==> src/sv/morris_lecar_derivatives_assert.svh <==
// Assertion helpers for the derivative pipeline. In synthesis builds the
// macros expand to nothing.
`ifndef MORRIS_LECAR_DERIVATIVES_ASSERT_SVH
`define MORRIS_LECAR_DERIVATIVES_ASSERT_SVH
`ifndef SYNTH
`define MLD_ASSERT(lbl, clk, rst, prop, msg) \
  lbl: assert property (@(posedge clk) disable iff (rst) prop) else $error(msg);
`define MLD_ASSERT_NR(lbl, clk, prop, msg) \
  lbl: assert property (@(posedge clk) prop) else $error(msg);
`else
`define MLD_ASSERT(lbl, clk, rst, prop, msg)
`define MLD_ASSERT_NR(lbl, clk, prop, msg)
`endif
`endif

==> src/sv/mld_pkg.sv <==
`timescale 1ns / 1ps
package mld_pkg;

  typedef longint unsigned u64_t;

  localparam int LUT_ENTRIES = 256;
  localparam int STAGES      = 8;
  localparam int TAB_W       = 21;

  localparam u64_t ONE_Q30   = u64_t'(1) << 30;
  localparam int   ONE_Q16   = 65536;
  localparam int   HALF_Q16  = 32768;

  localparam int G_CA_Q16    = 72090;
  localparam int E_L_Q8      = -12800;
  localparam int E_CA_Q8     = 25600;
  localparam int E_K_Q8      = -17920;
  localparam int V_OFFSET_Q8 = 256;

  localparam int VR_MAX      = 524287;
  localparam int VR_MIN      = -524288;
  localparam int RR_MAX      = 131071;
  localparam int RR_MIN      = -131072;

  // Table positions are |x| * scale / 15; |x| never exceeds this count.
  localparam int POS_DIV       = 15;
  localparam int MAG_MAX       = 33023;
  localparam int RECIP15       = 34953;
  localparam int RECIP15_SHIFT = 19;

  // The recovery rate divides by 5 * 2^16: a shift, then a reciprocal of 5.
  localparam int DW_BIAS      = 163840;
  localparam int RECIP5       = 1677722;
  localparam int RECIP5_SHIFT = 23;

  typedef enum logic {
    TABLE_TANH,
    TABLE_COSH
  } table_kind_t;

  typedef struct packed {
    logic load_a;
    logic load_b;
  } stage_en_t;

  // exp(-t) in Q30 with u = t/256 in Q30: a nine term series, then
  // squared eight times.
  function automatic u64_t exp_neg_q30(u64_t u);
    u64_t term;
    u64_t sum;
    int   i;
    term = ONE_Q30;
    sum  = ONE_Q30;
    term = (term * u) >> 30;
    sum  = sum - term;
    term = ((term * u) >> 30) / 2;
    sum  = sum + term;
    term = ((term * u) >> 30) / 3;
    sum  = sum - term;
    term = ((term * u) >> 30) / 4;
    sum  = sum + term;
    term = ((term * u) >> 30) / 5;
    sum  = sum - term;
    term = ((term * u) >> 30) / 6;
    sum  = sum + term;
    term = ((term * u) >> 30) / 7;
    sum  = sum - term;
    term = ((term * u) >> 30) / 8;
    sum  = sum + term;
    for (i = 0; i < 8; i++) begin
      sum = (sum * sum + (ONE_Q30 >> 1)) >> 30;
    end
    return sum;
  endfunction

endpackage

==> src/sv/mld_position.sv <==
`timescale 1ns / 1ps
// Two stages: |arg| / 15 through a reciprocal, then the table position
// |arg| * Scale / 15 split into a table address and a 16-bit fraction.
module mld_position #(
  parameter int LutEntries = mld_pkg::LUT_ENTRIES,
  parameter int Scale      = 16 * mld_pkg::LUT_ENTRIES,
  localparam int AddrW = $clog2(LutEntries + 1),
  localparam int PosW  = $clog2((mld_pkg::u64_t'(mld_pkg::MAG_MAX) *
                                 mld_pkg::u64_t'(Scale)) / mld_pkg::POS_DIV + 1),
  localparam int IdxW  = PosW - 16
) (
  input  logic                clk,
  input  mld_pkg::stage_en_t  en,
  input  logic signed [16:0]  arg,
  output logic [AddrW-1:0]    addr,
  output logic [15:0]         frac,
  output logic                last,
  output logic                neg
);

  logic [PosW-1:0] frac_tab [16];

  // Fractional part of a remainder times the scale, built at elaboration.
  for (genvar r = 0; r < 16; r++) begin : g_frac
    localparam mld_pkg::u64_t FracV =
      (mld_pkg::u64_t'(r) * mld_pkg::u64_t'(Scale)) / mld_pkg::POS_DIV;
    assign frac_tab[r] = PosW'(FracV);
  end

  logic [15:0] mag_c;
  logic [15:0] mag_a;
  logic        neg_a;
  logic [31:0] qprod_a;

  always_comb begin
    mag_c = arg[16] ? 16'(-arg) : 16'(arg);
  end

  always_ff @(posedge clk) begin
    if (en.load_a) begin
      mag_a   <= mag_c;
      neg_a   <= arg[16];
      qprod_a <= 32'(mag_c) * 32'(mld_pkg::RECIP15);
    end
  end

  logic [31-mld_pkg::RECIP15_SHIFT:0] quot;
  logic [15:0]                        rem16;
  logic [PosW-1:0]                    pos;
  logic [IdxW-1:0]                    idx;
  logic                               last_c;

  always_comb begin
    quot   = qprod_a[31:mld_pkg::RECIP15_SHIFT];
    rem16  = mag_a - 16'(32'(quot) * 32'(mld_pkg::POS_DIV));
    pos    = PosW'(quot) * PosW'(Scale) + frac_tab[rem16[3:0]];
    idx    = pos[PosW-1:16];
    last_c = longint'(idx) >= longint'(LutEntries);
  end

  always_ff @(posedge clk) begin
    if (en.load_b) begin
      addr <= last_c ? AddrW'(LutEntries - 1) : AddrW'(idx);
      frac <= pos[15:0];
      last <= last_c;
      neg  <= neg_a;
    end
  end

endmodule

==> config.mk <==
export PLATFORM = sky130hd
export DESIGN_NAME = mld_position
export DESIGN_NICKNAME = d
export VERILOG_FILES = /design/src/sv/morris_lecar_derivatives_assert.svh /design/src/sv/mld_pkg.sv /design/src/sv/mld_position.sv
export SDC_FILE = /design/constraint.sdc
export NUM_CORES = 1
export LEC_CHECK = 0
export ABC_AREA = 1
export CAP_MARGIN = 40
export CORE_MARGIN = 2
export CORE_UTILIZATION = 25
export DETAILED_ROUTE_END_ITERATION = 8
export DONT_BUFFER_PORTS = 1
export HOLD_SLACK_MARGIN = 0.06
export MAX_ROUTING_LAYER = met4
export PLACE_DENSITY = 0.41
export SLEW_MARGIN = 30
export SYNTH_ARGS = -nofsm -noshare
export SYNTH_HDL_FRONTEND = slang
export SYNTH_SLANG_ARGS = --single-unit
==> constraint.sdc <==
create_clock -name clk -period 6.4 [get_ports clk]
set_input_delay 0.32 -clock clk [delete_from_list [all_inputs] [get_ports clk]]
set_output_delay 0.32 -clock clk [all_outputs]
set_load 0.005 [all_outputs]
Yosys cells after proc, flatten, opt, wreduce, memory -nomap -nowiden:

Memories as Yosys holds them, arrays and structs flattened.
Cells that the tools add are included.

* flip-flop bits (word level): 62
* bits in read-only memories: 384
* input port bits: 20
* output and inout port bits: 27
* word-level logic and storage cells: 17
* memories kept: 1

Memory list
* (name not given): depth 16, width 24, read ports 1, clocked after Yosys merged registers in 0, wr ports 0, line mld_position.sv:56 `pos = PosW'(quot) * PosW'(Scale) + frac_tab[rem16[3:0]];`

* add/subtract/negate cells: 3
* $mul: 2
* magnitude comparators: 1
* mux-type cells: 3
* bitwise gates (word level): 1

Operators by type and width (count)
* $mux W24: 2
* $mul A16 B16 Y32 const B: 1
* $add A24 B24 Y24: 1
* $mux W16: 1
* $neg A16 Y16: 1
* $mul A13 B4 Y4 const B: 1
* $ge A5 B5 Y1 const B: 1
* $not A4 Y5: 1
* $sub A4 B4 Y4: 1

Depth between registers and ports, before layout:

Gate-level depths: netlist of the first run.

* depth in word-level cells: 7
* gate-level depth with buffers: 27
* gate-level depth less buffers: 27

Worst setup path before layout of the first run:

OpenSTA, ideal clock, no wires.

* kind: input-to-reg
* from: input arg[0]
* to: register qprod_a[30] (data pin)
* arrival time: 4.353 ns
* slack: 1.795 ns
* stages on the path: 26
* path buffers: 0
* cells stage by stage: inv_1 -> ha_1 -> inv_1 -> nor2_1 -> nand2_1 -> o31ai_4 -> nand2_1 -> nor2_1 -> xor2_1 -> inv_1 -> ha_1 -> ha_1 -> ha_1 -> ha_1 -> ha_1 -> ha_1 -> nand2_1 -> nand2_1 -> o21bai_1 -> nor2b_1 -> nor2_1 -> nand3_1 -> a21oi_1 -> inv_1 -> nand2_1 -> nand2_1

* cells in the longest elaborated chain, start to end: 3

RTL lines
* start, declared: line mld_position.sv:14 `input logic signed [16:0] arg,`
* $neg A16 Y16: line mld_position.sv:36 `mag_c = arg[16] ? 16'(-arg) : 16'(arg);`
* $mux W16 (*): line mld_position.sv:36
* $mul A16 B16 Y32 (*): line mld_position.sv:43 `qprod_a <= 32'(mag_c) * 32'(mld_pkg::RECIP15);`
* end signal, assigned: line mld_position.sv:43
* end, declared: line mld_position.sv:33 `logic [31:0] qprod_a;`

Mark *: on every way between the ends. The rest lies on a longest branch, timed or not.
A chain may end at the register's enable or synchronous reset.

Worst setup path after layout of the first run:

* from: input arg[0]
* to: register qprod_a[26] (data pin)

Same word-level chain as after synthesis.

==> results of run 1 <==
==> critical path, cell delays in order <==
cell     delay [ps]
inv_1            80
ha_1            150
inv_1            50
nor2_1          150
nand2_1         130
o31ai_4         230
nand2_1         110
nor2_1          130
xor2_1          500
inv_1           180
ha_1            330
ha_1            300
ha_1            300
ha_1            300
ha_1            300
ha_1            400
nand2_1         140
nor2_1          170
inv_1           100
nor3_1          290
nand4_1         230
nand3_1         120
nand2_1          60
==> flip-flops by register name (all words and copies together) (netlist names) <==
register / count
mag_a: 4
addr: 8
qprod_a: 12
neg_a: 1
frac: 8
neg: 1
==> worst paths after layout <==
kind                            slack [ps]  cells after the start                   from                     to
worst max-delay path                  1350                     23                 arg[0]  qprod_a[26]$_DFFE_PP_
worst min-delay path                   140                      0                 arg[0]     mag_a[0]$_DFFE_PP_
worst max register to register        2410                     16  qprod_a[19]$_DFFE_PP_      addr[7]$_DFFE_PP_
worst min register to register         470                      0        neg_a$_DFFE_PP_          neg$_DFFE_PP_
==> final cells by class <==
cell class                 instances  area, um2  area share
clock buffer                       5      125.1     0.02424
clock inverter                     3      63.81     0.01236
inverter                         101      379.1     0.07344
multi-input combinational        430       3273      0.6340
sequential                        34       1021      0.1978
tap                              234      292.8     0.05671
timing repair buffer               1      7.507    0.001454
==> cell usage in the layout (no fill, tap or decap), drive strengths merged, types with 4 or more instances in the layout <==
| master | count |
|---|---|
| clkbuf | 5 |
| xnor2 | 8 |
| inv | 101 |
| nand3 | 20 |
| ha | 104 |
| nand4 | 5 |
| nor2 | 51 |
| nand2 | 113 |
| xor2 | 23 |
| nor3 | 5 |
| nor4 | 5 |
| a21oi | 31 |
| o21ai | 19 |
| fa | 21 |
| a31oi | 4 |
| edfxtp | 34 |
==> power groups by stage <==
stage	Clock, uW	Combinational, uW	Sequential (uW)
final	304	1900	470
after global routing	320	2200	488
after CTS	312	1920	473
after detailed placement	0	1890	477
after global placement	0	1900	476
after floorplan	0	1470	456
==> routing by layer <==
metal	GRT usage	part of all wire	up-vias	wire (um)
met1	0.1626	0.50	1614	5761
met5	-	0	-	0
met4	0.02895	0.015	0	172
met2	0.1937	0.45	79	5101
li1	-	-	1877	-
met3	0.01046	0.033	12	376
==> per-stage QoR <==
step / cell area [um2] / util / instances / hold WS [ps] / power [uW]
5_1_grt: 5162 / 0.2769 / 808 / 131.2 / 3012
2_1_floorplan: 4753 / - / 576 / 400.3 / 1926
4_1_cts: 5162 / 0.2769 / 808 / 134.9 / 2706
3_5_place_dp: 4974 / 0.2668 / 800 / 419.5 / 2365
3_3_place_gp: 4974 / 0.2668 / 800 / 419.5 / 2380
6_report: 5162 / 0.2769 / 808 / 143.3 / 2675
==> cell usage after synthesis, drive strengths merged (8+ instances only) <==
cell type | instances | area share
ha | 104 | 0.27
xor2 | 23 | 0.044
edfxtp | 34 | 0.21
nand3 | 20 | 0.021
a21oi | 31 | 0.035
xnor2 | 8 | 0.015
inv | 101 | 0.080
fa | 21 | 0.089
nand2 | 113 | 0.090
o21ai | 19 | 0.020
buf | 11 | 0.017
nor2 | 51 | 0.043
==> logic make-up (layout without fill, tap and decap cells) <==
group | after synthesis | after routing
buf+inv | 112 | 110
simple gates | 205 | 205
xor+xnor | 31 | 31
flops | 34 | 34
fa+ha+maj | 125 | 125
compound gates | 67 | 67
other cells | 1 | 2
==> metrics.md, run 1 <==
| Metric | Value |
|---|---|
| Synth unique cells | `38` |
| Total GRT Usage | `0.1197` |
| Layout Skew | `about 3.9 ps` |
| Worst EP arrival | `5080 ps` |
| CP startpoint kind | `input pin` |
| Synth Area in Simple Gates | `0.1818` |
| Final Setup Violations | `0` |
| CTS buffer count | `5` |
| Actual slew at the worst max-slew pin | `785.9 ps` |
| FMAX | `~0.2 GHz` |
| Post-Syn Area | `4750 um2` |
| Initial antenna violation count | `0` |
| Area Overhead vs Synth | `8.693%` |
| Largest family of logic cells by synthesized area | `adder cells` |
| CP Class | `input pin to flip-flop` |
| Sequential Power Share | `0.176` |
| Register area share after synthesis | `0.2150` |
| DR vias | `between 3,000 and 4,000` |
| Setup slack after layout | `1352 ps` |
| Row cnt | `50` |
| Async set-reset flop share out of synthesis | `0` |
| 1st-pass router iterations | `4` |
| Mapped Cells | `575` |
| Unrepaired setup endpoints after global routing | `false` |
| ANT cells | `0` |
| Max Root-Sink Buffers | `2` |
| Max VDD drop | `between 0.2 and 0.25 mV` |
| Synth Flop Type | `edfxtp_1` |
| Post-synthesis compound-gate area fraction | `0.08456` |
| Crit Path Max Fanout | `5` |
| Setup TNS Final | `0 ps` |
| Initial Utilization | `0.2548` |
| Final net count | `718` |
| Crit. End Element | `flip-flop` |
| Number of synthesized flops with an enable pin | `34` |
| Fraction of synthesized area in multiplexers | `0` |
| Drt total wl | `11,410 um` |
| Xor/xnor share of the synthesized area | `0.05875` |
| # IOs | `47` |
| Worst skew pair latency | `approximately 270 ps` |
| Adder-Cell Fraction of Synth Area | `0.3625` |
| Drt wl/cell | `14.12 um` |
| Place WS | `961.7 ps` |
| Final HPWL DP | `10,190 um` |
| Switch Pwr | `1368 uW` |
| Share of layout cells above drive strength 1 | `0.04181` |
| Buffers on Ports | `0` |
| Core area | `18,640 um2` |
| Post_cts resized | `0` |
| Pins Over Slew Limit | `0` |
| Clock Power Share | `0.114` |
| Final hold violations | `0` |
| CTS tree | `yes` |
| Die Height | `between 100 and 150 um` |
| DRC marker count from the first detailed-route iteration | `about 110` |
| Status | `complete, no violations` |
| Yosys reg bits | `34` |
| FILL cells | `between 2,000 and 2,500` |
| CTS Hold Bufs | `0` |
| Number of global-route vias before repair | `3,613` |
| Critical path required time | `around 6400 ps` |
| Die X | `around 140 um` |
| Sw Share | `0.5114` |
| Num Clock Sinks | `34` |
| Residual DRC | `0` |
| Routability congestion estimate | `0.9076` |
| Syn Area/Cell | `8.260 um2` |
| Final Cycle Share | `0.7888` |
| Die area | `between 20,000 and 25,000 um2` |
| Power Internal | `1307 uW` |
| Comb pwr share | `0.711` |
| Gr ovfl total | `0` |
| Reg clk slew, reported paths | `around 50 ps` |
| Min Tclk post-route | `5048 ps` |
| Cell Pwr Density | `518.1 nW/um2` |
| Antenna viol nets, final | `0` |
| P_leak | `approximately 0.0026 uW` |
| Level count of the clock H-tree | `2` |
| CTS Root Cell | `clkbuf_16` |
| Syn. warnings | `0` |
| Vias per cell | `4.433` |
| Max-slew headroom | `0.4706` |
| Number of max-cap violations | `0` |
| Hold WC Path Type | `input pin to flip-flop` |
| Largest net degree at the start of global routing | `18` |
| Post-CTS Setup Bufs | `0` |
| Global-route wire length before repair | `18,390 um` |
Note: power is estimated with default switching activity, not from simulation.
==> inputs of run 2 (changes only) <==
Clock period 6.4 ns to 5 ns, I/O delays scaled along.
==> metrics.md, run 2 (synthesis gave the netlist of run 1 again) <==
| Metric | Value |
|---|---|
| Most frequent cells in the layout | `112 x nand2_1, 104 x ha_1, 96 x inv_1` |
| Level count of the clock H-tree | `2` |
| Antenna viol nets, final | `0` |
| Global-route wire length before repair | `18,020 um` |
| Drt wl/cell | `13.87 um` |
| R2r endpoint | `addr[7]$_DFFE_PP_` |
| Final hold violations | `0` |
| Num Clock Sinks | `34` |
| 1st-pass router iterations | `4` |
| Final Setup Violations | `0` |
| CTS Hold Bufs | `0` |
| Max reg flops | `12` |
| Worst reg2reg path startpoint | `qprod_a[19]$_DFFE_PP_` |
| DRC marker count from the first detailed-route iteration | `103` |
| Share of layout cells above drive strength 1 | `0.06803` |
| Reg2reg setup slack | `1000 ps` |
| Max incr delay on CP | `520 ps` |
| Actual slew at the worst max-slew pin | `a little over 500 ps` |
| Number of max-cap violations | `0` |
| Final net count | `732` |
| CP Depth | `26` |
| Reg2Reg Depth | `16` |
| Hold WC Path Type | `input pin to flip-flop` |
| Final Cycle Share | `0.9094` |
| DR vias | `3,600` |
| Vias per cell | `4.380` |
| CTS tree | `yes` |
| Initial Utilization | `0.2548` |
| # IOs | `47` |
| Status | `complete, no violations` |
| CP Class | `input pin to flip-flop` |
| Design Area, Final | `about 5200 um2` |
| CP startpoint | `arg[0]` |
| Die area | `20,120 um2` |
| Max Root-Sink Buffers | `2` |
| Crit. End Element | `flip-flop` |
| Residual DRC | `0` |
| Unrepaired setup endpoints after global routing | `false` |
| Area Overhead vs Synth | `10.38%` |
| ANT cells | `0` |
| Place WS | `-31.01 ps` |
| Final core occ | `0.2812` |
| Number of global-route vias before repair | `3,607` |
| Cell Area, Placed | `5079 um2` |
| CTS Root Cell | `clkbuf_16` |
| Initial antenna violation count | `0` |
| Max-slew headroom | `0.6572` |
| Worst skew pair latency | `270 ps` |
| Routability congestion estimate | `0.8588` |
| CTS buffer count | `5` |
| Reg clk slew, reported paths | `roughly 50 ps` |
| Drt total wl | `11,410 um` |
| FMAX | `0.2199 GHz` |
| Layout Skew | `8.589 ps` |
| Die X | `141.8 um` |
| CP top delay family | `adder cells` |
| Worst EP arrival | `4570 ps` |
| CP startpoint kind | `input pin` |
| Crit Path Max Fanout | `5` |
| CP max stage cell | `fa_1` |
| Critical Path End | `qprod_a[30]$_DFFE_PP_` |
| P_leak | `0.002699 uW` |
| CP bufs+invs | `6` |
| Min Tclk post-route | `4547 ps` |
| Final HPWL DP | `10,360 um` |
| Buffers on Ports | `0` |
| Largest Register | `qprod_a` |
| Row cnt | `50` |
| Max VDD drop | `0.1883 mV` |
| Total GRT Usage | `0.1182` |
| Biggest regs | `qprod_a (12), addr (8), frac (8)` |
| Gr ovfl total | `0` |
| Core area | `18,640 um2` |
| Pins Over Slew Limit | `0` |
| Cell Pwr Density | `between 600 and 700 nW/um2` |
| Die Height | `around 140 um` |
| Critical path required time | `5030 ps` |
| Largest net degree at the start of global routing | `18` |
| Setup slack after layout | `452.9 ps` |
| Commonest non-fill, non-tap cell in the layout | `nand2_1` |
-- run 2: changes by cell type in the layout (fill, tap and decap cells not counted), moves of 2 or more --
| cell | previous run | this run |
|---|---|---|
| buf_4 | 1 | 15 |
| a21oi_1 | 28 | 26 |
| a21oi_2 | 3 | 5 |
| bufinv_16 | 2 | 0 |
-- run 2: through the flow --
step | hold slack [ps] | instances | total power [uW] | TNS, ps
3_3_place_gp | 349.4 | 814 | 3096 | -21.29
2_1_floorplan | 348.9 | 576 | 2465 | 0
6_report | 69.69 | 822 | 3375 | 0
4_1_cts | 63.46 | 822 | 3403 | 0
5_1_grt | 60.13 | 822 | 3802 | 0
3_5_place_dp | 349.5 | 814 | 3077 | -60.91
-- run 2: power breakdown --
part           switching [uW]  internal, uW
combinational            1570           919
sequential               84.6           520
clock                     101           181
total                    1750          1620
-- run 2: repair_timing --
action,in CTS,in global routing
setup buffers,0,0
endpoints found under the hold margin,0,0
resized for setup,0,5
setup endpoints to repair,0,6
-- run 2: cell type report --
class                           count  area [um2]
Sequential cell                    34        1021
Fill cell                        2035       13400
Tap cell                          234       292.8
Timing Repair Buffer               15       112.6
Clock buffer                        6       128.9
Multi-Input combinational cell    430        3299
Inverter                          101       379.1
Clock inverter                      2       8.758
-- run 2: worst min-delay path by stage --
stage / from / endpoint / slack [ps] / cells after the start
final: arg[0] / mag_a[0]$_DFFE_PP_ / 70 / 0
after global placement: arg[0] / mag_a[0]$_DFFE_PP_ / 350 / 0
after detailed placement: arg[0] / mag_a[0]$_DFFE_PP_ / 350 / 0
after floorplan: arg[0] / mag_a[0]$_DFFE_PP_ / 350 / 0
after global routing: arg[0] / mag_a[0]$_DFFE_PP_ / 60 / 0
after CTS: arg[0] / mag_a[0]$_DFFE_PP_ / 60 / 0
-- run 2: metal layers --
metal | up-vias | share of wire | global-route usage
met1 | 1614 | 0.50 | 0.1569
li1 | 1907 | - | -
met3 | 10 | 0.021 | 0.01046
met5 | - | 0 | -
met4 | 0 | 0.018 | 0.03211
met2 | 69 | 0.46 | 0.1939
==> inputs of run 3 (changes only) <==
Settings changed: SETUP_SLACK_MARGIN set to 0.5.
==> metrics.md, run 3 (synthesis gave the netlist of run 1 again) <==
| Metric | Value |
|---|---|
| CTS tree | `yes` |
| Max incr delay on CP | `540 ps` |
| Worst reg2reg path startpoint | `qprod_a[19]$_DFFE_PP_` |
| Grt peak-use layer | `met2` |
| Die Height | `141.8 um` |
| HP Start | `en[1]` |
| # IOs | `47` |
| Buffers on Ports | `0` |
| Largest Register | `qprod_a` |
| Max reg flops | `12` |
| Drt total wl | `between 10,000 and 15,000 um` |
| Fin cells | `between 800 and 900` |
| Worst skew pair latency | `280 ps` |
| Final Cycle Share | `0.8648` |
| Drt wl/cell | `14.05 um` |
| Max-slew headroom | `0.5327` |
| Final hold violations | `0` |
| P_leak | `roughly 0.0028 uW` |
| Core area | `between 15,000 and 20,000 um2` |
| Biggest regs | `qprod_a (12), addr (8), frac (8)` |
| Worst EP arrival | `around 4300 ps` |
| Num Clock Sinks | `34` |
| Min Tclk post-route | `approximately 4300 ps` |
| Cell Pwr Density | `just over 700 nW/um2` |
| Antenna viol nets, final | `0` |
| Crit. End Element | `flip-flop` |
| Placed Cells | `813` |
| CTS buffer count | `5` |
| Row cnt | `50` |
| Hold WC Path Type | `input pin to flip-flop` |
| Vias per cell | `4.441` |
| 1st-pass router iterations | `4` |
| Number of global-route vias before repair | `3,796` |
| Setup TNS Final | `0 ps` |
| ANT cells | `0` |
| DR vias | `between 3,000 and 4,000` |
| Register area | `1021 um2` |
| Final HPWL DP | `10,150 um` |
| Crit-path most repeated cell | `inv_1` |
| Number of max-cap violations | `0` |
| M3 GR Usage | `0.01620` |
| Crit Path Max Fanout | `4` |
| Final net count | `740` |
| DRC marker count from the first detailed-route iteration | `roughly 120` |
| FILL cells | `approximately 2,000` |
| Max VDD drop | `0.2721 mV` |
| Final core occ | `0.3104` |
| Reg2Reg Depth | `16` |
| Global-route wire length before repair | `18,450 um` |
| CP bufs+invs | `4` |
| CP Class | `input pin to flip-flop` |
| CP max stage cell | `fa_1` |
| Max Root-Sink Buffers | `2` |
| Die area | `20,120 um2` |
| Grt met1 use | `0.1525` |
| CP Cell Sequence | `inv_1, ha_1, inv_1, nor2_4, nand2_2, o31ai_4, nand2_2, xor2_4, fa_1, inv_1, fa_1, inv_1, ha_1, ha_1, nand2_1, nor2_2, nand2_1, o21ai_2, a21oi_1, xnor2_1` |
| Hold depth | `0` |
| Actual slew at the worst max-slew pin | `between 600 and 700 ps` |
| Level count of the clock H-tree | `2` |
| Residual DRC | `0` |
| Routability congestion estimate | `0.9395` |
| Area Overhead vs Synth | `21.84%` |
| Most frequent cells in the layout | `104 x nand2_1, 96 x inv_1, 83 x ha_1` |
| Layout Skew | `between 6 and 7 ps` |
| CP startpoint kind | `input pin` |
| Share of layout cells above drive strength 1 | `0.1896` |
| Hold Path Sink | `qprod_a[30]$_DFFE_PP_` |
| FMAX | `approximately 0.23 GHz` |
| Pins Over Slew Limit | `0` |
| Commonest non-fill, non-tap cell in the layout | `nand2_1` |
| Multi-input logic area | `3762 um2` |
| Met2 GRT Util | `0.1929` |
| Initial antenna violation count | `0` |
| Critical path required time | `5010 ps` |
| Total GRT Usage | `0.1194` |
| Die X | `141.8 um` |
| R2r endpoint | `addr[7]$_DFFE_PP_` |
| Status | `complete, no violations` |
| Initial Utilization | `0.2548` |
| CP top delay family | `adder cells` |
| Unrepaired setup endpoints after global routing | `true` |
| Final Setup Violations | `0` |
| Largest net degree at the start of global routing | `18` |
| CTS Root Cell | `clkbuf_16` |
| Gr ovfl total | `0` |
| Reg clk slew, reported paths | `50 ps` |
| Reg2reg setup slack | `roughly 1000 ps` |
==> run 3: changes by cell type in the layout (fill, tap and decap cells not counted), moves of 8 or more <==
cell,previous run,this run
nor2_2,2,11
nor2_1,48,35
nand2_1,112,104
a21oi_1,26,17
ha_4,0,20
ha_1,104,83
==> run 3: final cells by class <==
type / count / area share
well taps: 234 / 0.05059
repair buffers: 23 / 0.03286
clock buffers: 5 / 0.02162
clock inverters: 3 / 0.002811
inverters: 101 / 0.06551
flip-flops and latches: 34 / 0.1764
multi-input cells: 430 / 0.6502
==> run 3: metal layers <==
metal / wire [um] / vias to the layer above
li1: - / 1925
met1: 5527 / 1652
met2: 5312 / 87
met3: 482 / 22
met4: 342 / 0
met5: 0 / -
==> run 3: worst max-delay path by stage <==
stage	startpoint	end	slack, ps	depth (start not counted)
after floorplan	arg[0]	qprod_a[30]$_DFFE_PP_	520	26
after global placement	arg[0]	qprod_a[26]$_DFFE_PP_	50	23
after detailed placement	arg[0]	qprod_a[26]$_DFFE_PP_	40	23
after CTS	arg[0]	qprod_a[30]$_DFFE_PP_	500	26
after global routing	arg[0]	qprod_a[26]$_DFFE_PP_	460	22
final	arg[0]	qprod_a[22]$_DFFE_PP_	680	20
==> run 3: metrics by stage <==
| step | instance area (um2) | hold slack, ps | power [uW] | worst slack, ps |
|---|---|---|---|---|
| final | 5787 | 83.23 | 4077 | 675.9 |
| after global routing | 5787 | 70.96 | 4525 | 461.6 |
| after CTS | 5255 | 61.02 | 3407 | 501.6 |
| after detailed placement | 5079 | 349.5 | 3047 | 38.87 |
| after global placement | 5079 | 349.5 | 3064 | 48.48 |
| after floorplan | 4761 | 348.9 | 2466 | 521.7 |
==> run 3: repair_timing <==
item                                    4_1_cts  5_1_grt
endpoints found under the setup margin        7       12
hold buffers                                  1        1
gates cloned                                  0        0
pin swaps                                     1       16
endpoints found under the hold margin         1        1
setup buffers                                 0        7
gates resized for setup                       8       81
==> run 3: report_power, final <==
| part | internal [uW] | switching, uW |
|---|---|---|
| sequential | 520 | 80.3 |
| combinational | 1300 | 1890 |
| clock | 181 | 105 |
| total | 2000 | 2080 |
==> run 3: worst reg2reg max path, stage by stage (launching register included) <==
cell and delay (ps):
edfxtp_1 480, inv_1 110, ha_1 320, inv_1 70, fa_1 530, inv_1 70
fa_1 520, nor2_1 210, inv_1 80, nor3_1 180, ha_1 220, inv_1 80
nor4_2 300, nand3_1 170, nor2_1 160, nand4_1 120, xnor2_1 140
